`src/hdl/ftws_pkg.sv`:
```
// ============================================================================
// ftws_pkg
// Shared types and constants for the frame time window statistics block.
// ============================================================================
`default_nettype none

package ftws_pkg;

    // Width of one frame duration in timer ticks.
    localparam int TICKS_W  = 48;

    // Width of one converted sample (milliseconds, 8 fraction bits).
    localparam int SAMPLE_W = 32;

    // Width of ticks * 125. The factor 256000 is split into 125 * 2^11.
    localparam int PROD_W   = TICKS_W + 7;

    // Shift that completes the factor 256000 after the multiplication by 125.
    localparam int MS_SHIFT = 11;

    typedef logic [TICKS_W-1:0]  ticks_t;
    typedef logic [SAMPLE_W-1:0] sample_t;
    typedef logic [PROD_W-1:0]   prod_t;

endpackage : ftws_pkg

`default_nettype wire

```
`src/hdl/ftws_cell.sv`:
```
// ============================================================================
// ftws_cell
// One entry of the sample ring. It takes the value of its upstream neighbour
// whenever the row shifts and presents its own value downstream.
// ============================================================================
`default_nettype none

module ftws_cell (
    input  wire logic             aclk,
    input  wire logic             aresetn,
    input  wire logic             shift_en,
    input  wire ftws_pkg::sample_t d_in,
    output ftws_pkg::sample_t     q_out
);
    import ftws_pkg::*;

    sample_t value_reg;
    sample_t value_next;

    // Load from the neighbour on a shift, otherwise hold.
    always_comb begin
        value_next = shift_en ? d_in : value_reg;
    end

    // The ring is cleared to zero at reset.
    always_ff @(posedge aclk) begin
        if (!aresetn) begin
            value_reg <= '0;
        end else begin
            value_reg <= value_next;
        end
    end

    assign q_out = value_reg;

endmodule : ftws_cell

`default_nettype wire

```
`config.mk`:
```
export PLATFORM = sky130hd
export DESIGN_NAME = ftws_cell
export DESIGN_NICKNAME = d
export VERILOG_FILES = /design/src/hdl/ftws_pkg.sv /design/src/hdl/ftws_cell.sv
export SDC_FILE = /design/constraint.sdc
export NUM_CORES = 1
export LEC_CHECK = 0
export BUFFER_PORTS_ARGS = -buffer_cell sky130_fd_sc_hd__buf_2
export CAP_MARGIN = 20
export CORE_ASPECT_RATIO = 1.1
export CORE_MARGIN = 1.5
export CORE_UTILIZATION = 30
export DETAILED_ROUTE_END_ITERATION = 16
export GPL_TIMING_DRIVEN = 0
export PLACE_DENSITY = 0.69
export SETUP_SLACK_MARGIN = 0.3
export SLEW_MARGIN = 20
export SYNTH_ARGS = -nofsm -noshare
export SYNTH_HDL_FRONTEND = slang
export SYNTH_SLANG_ARGS = --single-unit
```
`constraint.sdc`:
```
create_clock -name aclk -period 3.1 [get_ports aclk]
set_clock_uncertainty 0.15 [all_clocks]
set_input_delay 0.93 -clock aclk [delete_from_list [all_inputs] [get_ports aclk]]
set_output_delay 0.93 -clock aclk [all_outputs]
set_load 0.01 [all_outputs]
```
==> reports/metrics.yaml <==
run_status:
  outcome: "completed"
placed_design:
  place_hpwl_um: 1820
  io_buffers: 65
  place_congestion: 0.675
  dpl.cell_count: 220
  post-place-ws_ns: 1.26
critical_path:
  cp_slowest_cell: "dfxtp_1"
  crit_chain: "buf_2"
  slowest_delay_ns: 0.35
  reg2reg_depth: 2
  r2r-start: "q_out[17]"
  cp_data_required_time_ns: 2.02
  worst-path-max-fanout: 2
  reg2reg_slack_ns: 2.31
  cp-end-kind: "output pin"
  crit_arrival_ns: 0.76
  cpLargestDelayFamily: "flip-flops"
  worst-path-buf-inv: 1
  crit_path_start_kind: "flip-flop"
  rr_endpoint: "q_out[17]"
  path_depth: 1
  critical_path_class: "reg -> out"
final_layout:
  area_growth_pct: 38.6
  n_antenna_cell: 0
  fin_cells: 228
  most-common-layout-cells: "buf_2, mux2i_1, nor2b_1, dfxtp_1, clkbuf_8"
  fill_cells: 422
  drive_gt1_share_pct: 42.6
  fin_nets: 210
  layout_commonest_cell: "buf_2"
  largest_reg_flops: 32
floorplan:
  num_io_pins: 67
  start_util_pct: 31.4
  core-area_mm2: 0.00396
  core.rowCount: 24
  die_area_mm2: 0.00454
  die_h_um: 70.5
  die_x_um: 64.4
timing:
  finalSetupTns_ns: 0
  final_hold_viol_count: 0
  slew_headroom_pct: 74.9
  fin_crit_sh_pct: 59.4
  tightestPinTransition_ns: 0.376
  rsz0062_at_grt: "false"
  setup_slack_ns: 1.26
  max_freq_mhz: 543
  setup_violations: 0
  slew_viol_final: 0
  min_period_ns: 1.84
cts:
  cts_setup_buffers: 0
  clock-sinks: 32
  cts_htree_levels: 2
  clkTransAtPathRegs_ns: 0.06
  cts-root-buf: "clkbuf_8"
  clkLatencyLatePin_ns: 0.27
  cts_tree: "yes"
  ctsResizeCount: 0
  cts_buffers: 5
  hold_buffers: 0
  max-clock-path-buffers: 2
power_and_ir_drop:
  p_total_w: 0.000892
  vdd_drop_max_uv: 231
  p_per_area_mw_per_mm2: 518
  leakagePower_nw: 0.883
detailed_routing:
  firstDrtPassIters: 3
  drcViolationCount: 0
  antenna_left: 0
  vias: 930
  routed_via_density: 4.08
  drt-total-wl_um: 2500
  dr.first_iter.drc_count: 22
  wire_per_inst_um: 11.0
grt:
  grt_pass1_wl_um: 3920
  grt_use_total_pct: 11.9
  antenna_found_initial: 0
  overflow: 0
  grt_max_degree: 11
  grt_pass1_vias: 863
flow_run:
  max_cap_viol_count: 0
logic_synthesis:
  syn_nets: 138
  ys_ff_latch: 32
  avgSynthCellArea_um2: 12.1
  synth_cells: 103
  synth_warnings: 0
  ys_seq_area_share_pct: 51.5
  synth.distinct_cells: 6
  synth_area_mm2: 0.00124
hold_path:
  hold_depth: 2
  min_to: "q_out[26]"
  worstHoldStart: "q_out[26]"
  min_path_type: "reg -> reg"
-- cell usage after synthesis (all sizes together) --
| library cell | number | area [um2] |
|---|---|---|
| mux2i | 32 | 320 |
| clkbuf | 3 | 11.3 |
| nor2b | 32 | 200 |
| buf | 4 | 71.3 |
| dfxtp | 32 | 641 |
-- cell families (layout without fill, tap and decap cells) --
kind of cell / count (synthesis) / in the layout / share of synthesized area [%]
mux: 32 / 32 / 25.8
flops: 32 / 32 / 51.5
simple gates: 32 / 32 / 16.1
buf+inv: 7 / 80 / 6.64
-- metal layers --
metal  global-route usage (%)  share of wire (%)  routed length [um]
met1                     12.3                 40                1010
met2                     19.8                 49                1230
met3                     3.34                7.1                 177
met4                     9.93                3.5                  87
met5                        0                  0                   0
-- worst max path at each step --
stage,startpoint,end,slack (ns)
after floorplan,shift_en,q_out[0],1.43
after global placement,aresetn,q_out[2],1.29
after detailed placement,aresetn,q_out[1],1.26
after CTS,q_out[17],q_out[17],1.24
after global routing,q_out[15],q_out[15],1.21
final,q_out[17],q_out[17],1.26
-- per-stage QoR --
step	utilization [%]	cell area, um2	hold slack, ns
finish	43.5	1720	0.357
global route	43.5	1720	0.388
CTS	43.5	1720	0.365
detailed placement	41.2	1630	0.349
global placement	41.2	1630	0.341
floorplan	-	1240	0.388
-- power breakdown --
part | total (W) | internal, W | leakage [nW] | switching [W]
combinational | 0.000126 | 0.0000701 | 0.573 | 0.0000558
sequential | 0.000447 | 0.000436 | 0.264 | 0.0000109
clock | 0.000320 | 0.000181 | 0.0455 | 0.000139
-- worst reg2reg max path, cell delays in order, from the launching register on --
cell,delay [ns]
dfxtp_1,0.32
mux2i_1,0.15
nor2b_1,0.06
-- layout make-up --
cell class / count / area [um2] / share of cell area, %
sequential: 32 / 641 / 37.2
multi-input combinational: 64 / 520 / 30.2
timing repair buffer: 65 / 325 / 18.9
clock buffer: 8 / 90.1 / 5.22
buffer: 7 / 82.6 / 4.79
tap: 52 / 65.1 / 3.77
Note: power is estimated with default switching activity, not from simulation.
