**src/hdl/ftws_pkg.sv**
```systemverilog
// ============================================================================
// ftws_pkg
// Shared types and constants for the frame time window statistics block.
// ============================================================================
`default_nettype none

package ftws_pkg;

    // Width of one frame duration in timer ticks.
    localparam int TICKS_W  = 48;

    // Width of one converted sample (milliseconds, 8 fraction bits).
    localparam int SAMPLE_W = 32;

    // Width of ticks * 125. The factor 256000 is split into 125 * 2^11.
    localparam int PROD_W   = TICKS_W + 7;

    // Shift that completes the factor 256000 after the multiplication by 125.
    localparam int MS_SHIFT = 11;

    typedef logic [TICKS_W-1:0]  ticks_t;
    typedef logic [SAMPLE_W-1:0] sample_t;
    typedef logic [PROD_W-1:0]   prod_t;

endpackage : ftws_pkg

`default_nettype wire

```
**src/hdl/ftws_div.sv**
```systemverilog
// ============================================================================
// ftws_div
// Serial restoring divider, one quotient bit per cycle. The upper half of the
// dividend must be smaller than the divisor, so the quotient fits 32 bits.
// ============================================================================
`default_nettype none

module ftws_div (
    input  wire logic              aclk,
    input  wire logic              aresetn,
    input  wire logic              start,
    input  wire ftws_pkg::sample_t dividend_hi,
    input  wire ftws_pkg::sample_t dividend_lo,
    input  wire ftws_pkg::sample_t divisor,
    output logic                   done,
    output ftws_pkg::sample_t      quotient
);
    import ftws_pkg::*;

    localparam int CNT_W = $clog2(SAMPLE_W);

    sample_t            rem_reg, rem_next;
    sample_t            dq_reg, dq_next;
    sample_t            dvs_reg, dvs_next;
    logic [CNT_W-1:0]   cnt_reg, cnt_next;
    logic               busy_reg, busy_next;
    logic               done_reg, done_next;

    logic [SAMPLE_W:0]  trial;
    logic [SAMPLE_W:0]  diff;
    logic               ge;

    // One restoring step: shift in the next dividend bit and try a subtract.
    always_comb begin
        trial = {rem_reg, dq_reg[SAMPLE_W-1]};
        diff  = trial - {1'b0, dvs_reg};
        ge    = (trial >= {1'b0, dvs_reg});
    end

    // Step sequencing.
    always_comb begin
        rem_next  = rem_reg;
        dq_next   = dq_reg;
        dvs_next  = dvs_reg;
        cnt_next  = cnt_reg;
        busy_next = busy_reg;
        done_next = 1'b0;
        if (start) begin
            rem_next  = dividend_hi;
            dq_next   = dividend_lo;
            dvs_next  = divisor;
            cnt_next  = '0;
            busy_next = 1'b1;
        end else if (busy_reg) begin
            rem_next = ge ? diff[SAMPLE_W-1:0] : trial[SAMPLE_W-1:0];
            dq_next  = {dq_reg[SAMPLE_W-2:0], ge};
            cnt_next = cnt_reg + 1'b1;
            if (cnt_reg == CNT_W'(SAMPLE_W - 1)) begin
                busy_next = 1'b0;
                done_next = 1'b1;
            end
        end
    end

    always_ff @(posedge aclk) begin
        if (!aresetn) begin
            busy_reg <= 1'b0;
            done_reg <= 1'b0;
            cnt_reg  <= '0;
        end else begin
            busy_reg <= busy_next;
            done_reg <= done_next;
            cnt_reg  <= cnt_next;
        end
        rem_reg <= rem_next;
        dq_reg  <= dq_next;
        dvs_reg <= dvs_next;
    end

    assign done     = done_reg;
    assign quotient = dq_reg;

endmodule : ftws_div

`default_nettype wire

```
**config.mk**
```make
export PLATFORM = sky130hd
export DESIGN_NAME = ftws_div
export DESIGN_NICKNAME = d
export VERILOG_FILES = /design/src/hdl/ftws_pkg.sv /design/src/hdl/ftws_div.sv
export SDC_FILE = /design/constraint.sdc
export NUM_CORES = 1
export LEC_CHECK = 0
export ABC_CLOCK_PERIOD_IN_PS = 5100
export BUFFER_PORTS_ARGS = -buffer_cell sky130_fd_sc_hd__buf_2
export CAP_MARGIN = 40
export CORE_ASPECT_RATIO = 2
export CORE_UTILIZATION = 30
export CTS_CLUSTER_SIZE = 30
export DETAILED_ROUTE_END_ITERATION = 8
export GPL_ROUTABILITY_DRIVEN = 0
export SLEW_MARGIN = 30
export SYNTH_ARGS = -nofsm -noshare
export SYNTH_HDL_FRONTEND = slang
export SYNTH_SLANG_ARGS = --single-unit
```
**constraint.sdc**
```tcl
create_clock -name aclk -period 5.1 [get_ports aclk]
set_input_delay 0 -clock aclk [delete_from_list [all_inputs] [get_ports aclk]]
set_output_delay 0 -clock aclk [all_outputs]
set_load 0.02 [all_outputs]
```
==> results.toml, run 1 <==
[run_status]
status = "finished clean"

[cells_and_area]
fin_area_sq_um = 8070
n_antenna_cell = 0
register_area_sq_um = 3020
finalNonFillerCells = 1017
nets = 887
layout-drive-gt1-share = 0.268
multi_input_area_sq_um = 2710
area_growth_pct = 34.4
nFillCells = 1981

[critical_path]
cp_data_arrival_time_ns = 3.85
endpoint_kind = "register"
required_ns = 5.21
crit_chain = "ha_1 -> nand2_1 -> or4b_2 -> nor4_1 -> o31a_1 -> or2_1 -> buf_4 -> a21oi_1 -> mux2_2"
cp_max_fo = 16
start_kind = "register"
path_delay_family = "simple AND/OR/NAND/NOR gates"
critPathBufInv = 1
slowest_stage = "or4b_2"
setup.worst_path.class = "register to register"
slowest_delay_ns = 0.67

[floorplanning]
fp-row-count = 72
die_x_um = 102
die_h_um = 202
fp.coreArea_sq_um = 19500
ioPinCount = 132
floorplan.die_area_sq_um = 20600
initial_core_util = 0.308

[drt]
drtAntennaViolNets = 0
dr.pass1.iters = 4
routed_via_density = 4.82
drc = 0
drt_iter0_drc = 134
avgRoutedWirePerCell_um = 15.6
wl_um = 15800
vias = 4903

[cts]
clk_latency_ns = 0.35
clk_path_buf_depth = 2
cts_root_buffer = "clkbuf_16"
htreeDepth = 3
cts_inserted_buffers = 9
cts_resized = 0
cts_tree = "built"
cts.sink_count = 103
clk_pin_slew_worst_paths_ns = 0.07

[global_route]
grt_usage = 0.161
grt.overflow.total = 0
antenna_found_initial = 0
grt_max_degree = 66
grt_pass1_wl_um = 25400
grt_pass1_vias = 5361

[sta]
holdWs_ns = 0.000902
max_slew.worst_pin.slew_ns = 0.779
period_minus_slack_ns = 3.74
setup_tns_ns = 0
skew_ns = 0.00853
rsz0062_at_grt = "no"
fmax_mhz = 267
finalSetupViolCount = 0
maxSlewHeadroom = 0.481
hold_viol = 0
drv_slew = 0
post-route-period-util = 0.733

[placed_design]
dp_cells = 921
io_buffers = 131
dp_hpwl_um = 11500
dpl_cell_area_sq_um = 6920

[yosys]
yosys_warnings = 0
synth_area_sq_um = 6000
synth.most_common_cell = "edfxtp_1"
synth_nets = 680
yosysTopAreaCell = "edfxtp_1"
synth-edff-count = 96
synth.area.top_cells = "edfxtp_1 (48%), ha_1 (7.1%), mux2_2 (6.2%), nand2_1 (3.8%), a21oi_1 (2.8%)"
ys_ff_latch = 103
ys_seq_area_frac = 0.504
synth_common_cells = "edfxtp_1 (96), nand2_1 (61), inv_1 (44), nor2_1 (42)"
synth.top_cell.area_share = 0.481
syn_avg_cell_area_sq_um = 11.0
synth_cells = 546
ys_dominant_reg_cell = "edfxtp_1"
synthArstFlopShare = 0
synth.distinct_cells = 59

[power_and_ir_drop]
power.density_nw_per_um2 = 383
p_leak_uw = 0.00341
ir_drop_mv = 0.200

[flow_run]
cap_violations = 0

[min_path]
hold_class = "input pin to register"
-- cells in the final DEF, fill, tap and decap left out, types with 4 or more instances in the layout --
cell type | netlist | final
o21ai_0 | 19 | 19
mux2_2 | 33 | 33
buf_2 | 4 | 130
a21oi_1 | 34 | 34
nor2_1 | 42 | 42
nand4_1 | 4 | 4
nand3_1 | 8 | 8
nand2_1 | 61 | 61
edfxtp_1 | 96 | 96
buf_4 | 6 | 7
a21o_1 | 14 | 14
mux2i_1 | 7 | 7
xor2_1 | 8 | 8
xnor2_1 | 18 | 18
nor3_1 | 5 | 5
dfxtp_1 | 7 | 7
clkbuf_16 | 0 | 9
ha_1 | 34 | 34
inv_1 | 44 | 43
a31oi_1 | 25 | 25
dlygate4sd3_1 | 0 | 79
-- metrics by stage --
step	setup slack, ns	utilization	power (uW)
final	1.36	0.414	3090
after floorplan	1.97	-	1980
after detailed placement	1.33	0.356	2270
after CTS	1.32	0.413	3120
after global placement	1.35	0.356	2270
after global routing	0.970	0.414	3280
-- timing repair --
item | in CTS | in global routing
hold buffers | 78 | 1
buffers inserted | 0 | 0
endpoints found under the hold margin | 78 | 1
-- path summary, 6_finish.rpt --
| check | from | endpoint | slack (ns) | cells after the start |
|---|---|---|---|---|
| worst max-delay path | rem_reg[20] | rem_reg[0] | 1.36 | 9 |
| worst min-delay path | dividend_hi[25] | rem_reg[25] | 0.0009 | 3 |
| worst max register to register | rem_reg[20] | rem_reg[0] | 1.36 | 9 |
| worst min register to register | cnt_reg[4] | cnt_reg[4] | 0.50 | 2 |
-- worst reg2reg max path: cells and delay by family, from the launching register on --
| kind | cells | cell delay [ns] |
|---|---|---|
| fa+ha+maj | 1 | 0.45 |
| buf+inv | 1 | 0.34 |
| compound gates | 2 | 0.38 |
| mux | 1 | 0.26 |
| flops | 1 | 0.43 |
| simple gates | 4 | 1.64 |
-- cells by family (layout without fill, tap and decap cells) --
| logic type | after synthesis | after routing | share of synthesized area |
|---|---|---|---|
| simple gates | 145 | 145 | 0.111 |
| mux | 40 | 40 | 0.0736 |
| flops | 103 | 103 | 0.504 |
| compound gates | 132 | 132 | 0.154 |
| xor+xnor | 26 | 26 | 0.0380 |
| buf+inv | 65 | 277 | 0.0453 |
| fa+ha+maj | 35 | 35 | 0.0742 |
-- final cells by class --
class | instances | share of cell area
clock buffers | 9 | 0.0279
clock inverters | 7 | 0.0135
inverters | 44 | 0.0205
multi-input cells | 378 | 0.335
flip-flops and latches | 103 | 0.375
well taps | 259 | 0.0402
repair buffers | 217 | 0.188
-- power by group --
part	switching, uW	total [uW]	internal [uW]
Combinational	652	1160	507
Clock	340	783	443
Sequential	65.1	1140	1080
Total	1060	3090	2030
-- metal layers --
layer  share of wire  up-vias  track usage
met4           0.017        0       0.0546
met1            0.37     2350        0.157
met3           0.040       18       0.0311
li1                -     2422            -
met2            0.57      113        0.321
met5               0        -            0
Power figures use the tool's default switching activity.
==> run 2, diff against run 1 <==
--- a/config.mk
+++ b/config.mk
@@ -5,7 +5,7 @@
 export SDC_FILE = /design/constraint.sdc
 export NUM_CORES = 1
 export LEC_CHECK = 0
-export ABC_CLOCK_PERIOD_IN_PS = 5100
+export ABC_CLOCK_PERIOD_IN_PS = 3000
 export BUFFER_PORTS_ARGS = -buffer_cell sky130_fd_sc_hd__buf_2
 export CAP_MARGIN = 40
 export CORE_ASPECT_RATIO = 2
==> constraint.sdc (replaced) <==
create_clock -name aclk -period 3 [get_ports aclk]
set_input_delay 0 -clock aclk [delete_from_list [all_inputs] [get_ports aclk]]
set_output_delay 0 -clock aclk [all_outputs]
set_load 0.02 [all_outputs]
==> run 2 against run 1 <==
Against the previous run: largest cell class unchanged; the flow now finishes with violations (negative hold slack, negative setup slack); clock power rose by 43%; worst setup slack got worse by 1.4 ns; cell count grew 8.1%; via count rose by 7.6%; final area increased by 11%; flip-flop and latch count is the same; first-iteration DRC count rose by 26%; critical path type unchanged; count of clock-buffer cells in the layout did not move; combinational power up 120%.
==> results.toml, run 2 (synthesis results as in run 1) <==
[floorplanning]
floorplan.die_area_sq_um = 20600
die_h_um = 202
fp-row-count = 72
die_x_um = 102
fp.coreArea_sq_um = 19500
initial_core_util = 0.308
ioPinCount = 132

[placed_design]
dpl_cell_area_sq_um = 7480
io_buffers = 131
dp_hpwl_um = 12300

[flow_run]
cap_violations = 0

[cells_and_area]
nFillCells = 1915
n_antenna_cell = 0
register_area_sq_um = 3020
layout-drive-gt1-share = 0.374
mostFrequentLayoutCells = "buf_2 (130), edfxtp_1 (96), dlygate4sd3_1 (84), buf_4 (82), nand2_1 (60)"
final_common_cell = "buf_2"
multi_input_area_sq_um = 2980
nets = 969
area_growth_pct = 48.7
fin_area_sq_um = 8920

[cts]
clk_path_buf_depth = 2
cts_tree = "built"
cts.sink_count = 103
cts_inserted_buffers = 9
cts_root_buffer = "clkbuf_16"
clk_latency_ns = 0.37
htreeDepth = 3
clk_pin_slew_worst_paths_ns = 0.08

[sta]
drv_slew = 0
hold_viol = 1
rsz0062_at_grt = "yes"
maxSlewHeadroom = 0.616
skew_ns = 0.00987
setup_ws_ns = -0.00786
finalSetupViolCount = 1
period_minus_slack_ns = 3.01
post-route-period-util = 1.00
fmax_mhz = 332
max_slew.worst_pin.slew_ns = 0.576
holdWs_ns = -0.00551
setup_tns_ns = -0.00786

[global_route]
busiest_layer = "met2"
grt_use_met1 = 0.164
use_met2 = 0.339
grt_usage = 0.174
grt.overflow.total = 0
grt_pass1_wl_um = 27000
antenna_found_initial = 1
grt_max_degree = 69
grt_pass1_vias = 5731
grt_use_met3 = 0.0408

[min_path]
hold_class = "input pin to register"

[drt]
drt_iter0_drc = 169
vias = 5276
avgRoutedWirePerCell_um = 15.8
dr.pass1.iters = 4
routed_via_density = 4.80
drtAntennaViolNets = 0
wl_um = 17400
drc = 0

[critical_path]
endpoint_kind = "register"
cp_max_fo = 5
setup.worst_path.class = "register to register"
crit_chain = "ha_4 -> and4_4 -> nand2_4 -> or3_4 -> a2111oi_4 -> nor3_2 -> o41ai_2 -> a31oi_1 -> nor4b_2 -> nor3b_2"
slowest_delay_ns = 0.43
start_kind = "register"
required_ns = 3.11
cp_data_arrival_time_ns = 3.12
slowest_stage = "edfxtp_1"

[run_status]
status = "finished with violations"
failed_checks = "negative hold slack, negative setup slack"

[power_and_ir_drop]
ir_drop_mv = 0.376
power.density_nw_per_um2 = 633
p_leak_uw = 0.00380
-- run 2: changes by cell type in the layout (fill, tap and decap cells not counted), moves of 3 or more --
cell,previous run,this run
buf_4,7,82
clkinv_1,1,4
dlygate4sd3_1,79,84
ha_1,34,23
ha_4,0,10
inv_6,3,0
o21ai_0,19,16
-- run 2: path summary, 6_finish.rpt --
path                    from     endpoint  slack, ns  depth (start not counted)
max               rem_reg[8]  rem_reg[28]     -0.008                         10
min          dividend_hi[27]  rem_reg[27]     -0.006                          2
max reg2reg       rem_reg[8]  rem_reg[28]     -0.008                         10
min reg2reg       cnt_reg[4]   cnt_reg[4]       0.51                          2
-- run 2: stage by stage --
step / setup WS (ns) / util / power (uW) / cells
floorplan: -0.0227 / - / 3400 / 546
finish: -0.00786 / 0.458 / 5640 / 1099
CTS: -0.0215 / 0.449 / 5540 / 1092
global route: -0.169 / 0.458 / 5980 / 1099
detailed placement: -0.119 / 0.384 / 4240 / 986
global placement: -0.0220 / 0.384 / 4220 / 986
-- run 2: where the power goes --
group          internal (uW)  switching [uW]
sequential              1830             125
combinational           1280            1290
clock                    555             562
total                   3670            1980
-- run 2: final cells by class --
type / instances / area share
clock buffer: 9 / 0.0252
inverter: 44 / 0.0185
timing repair buffer: 299 / 0.242
sequential: 103 / 0.339
clock inverter: 7 / 0.00449
tap: 259 / 0.0363
multi-input combinational: 378 / 0.335
-- run 2: timing repair --
| item | in CTS | in global routing |
|---|---|---|
| gates resized for setup | 16 | 28 |
| setup buffers | 6 | 7 |
| endpoints found under the setup margin | 31 | 29 |
| endpoints found under the hold margin | 84 | 0 |
| pin swaps | 7 | 19 |
| hold buffers | 84 | 0 |
-- run 2: worst max-delay path: cells and delay by family, from the launching register on --
kind	cells	cell delay (ns)
AO/OA/AOI/OAI	3	0.82
adder cells (fa/ha/maj)	1	0.31
flip-flops	1	0.43
AND/OR/NAND/NOR	6	1.19
-- run 2: metal layers --
layer  vias to the layer above  routed length [um]
met5                         -                  10
li1                       2587                   -
met3                        40                 767
met1                      2516                6190
met2                       131                9910
met4                         2                 520
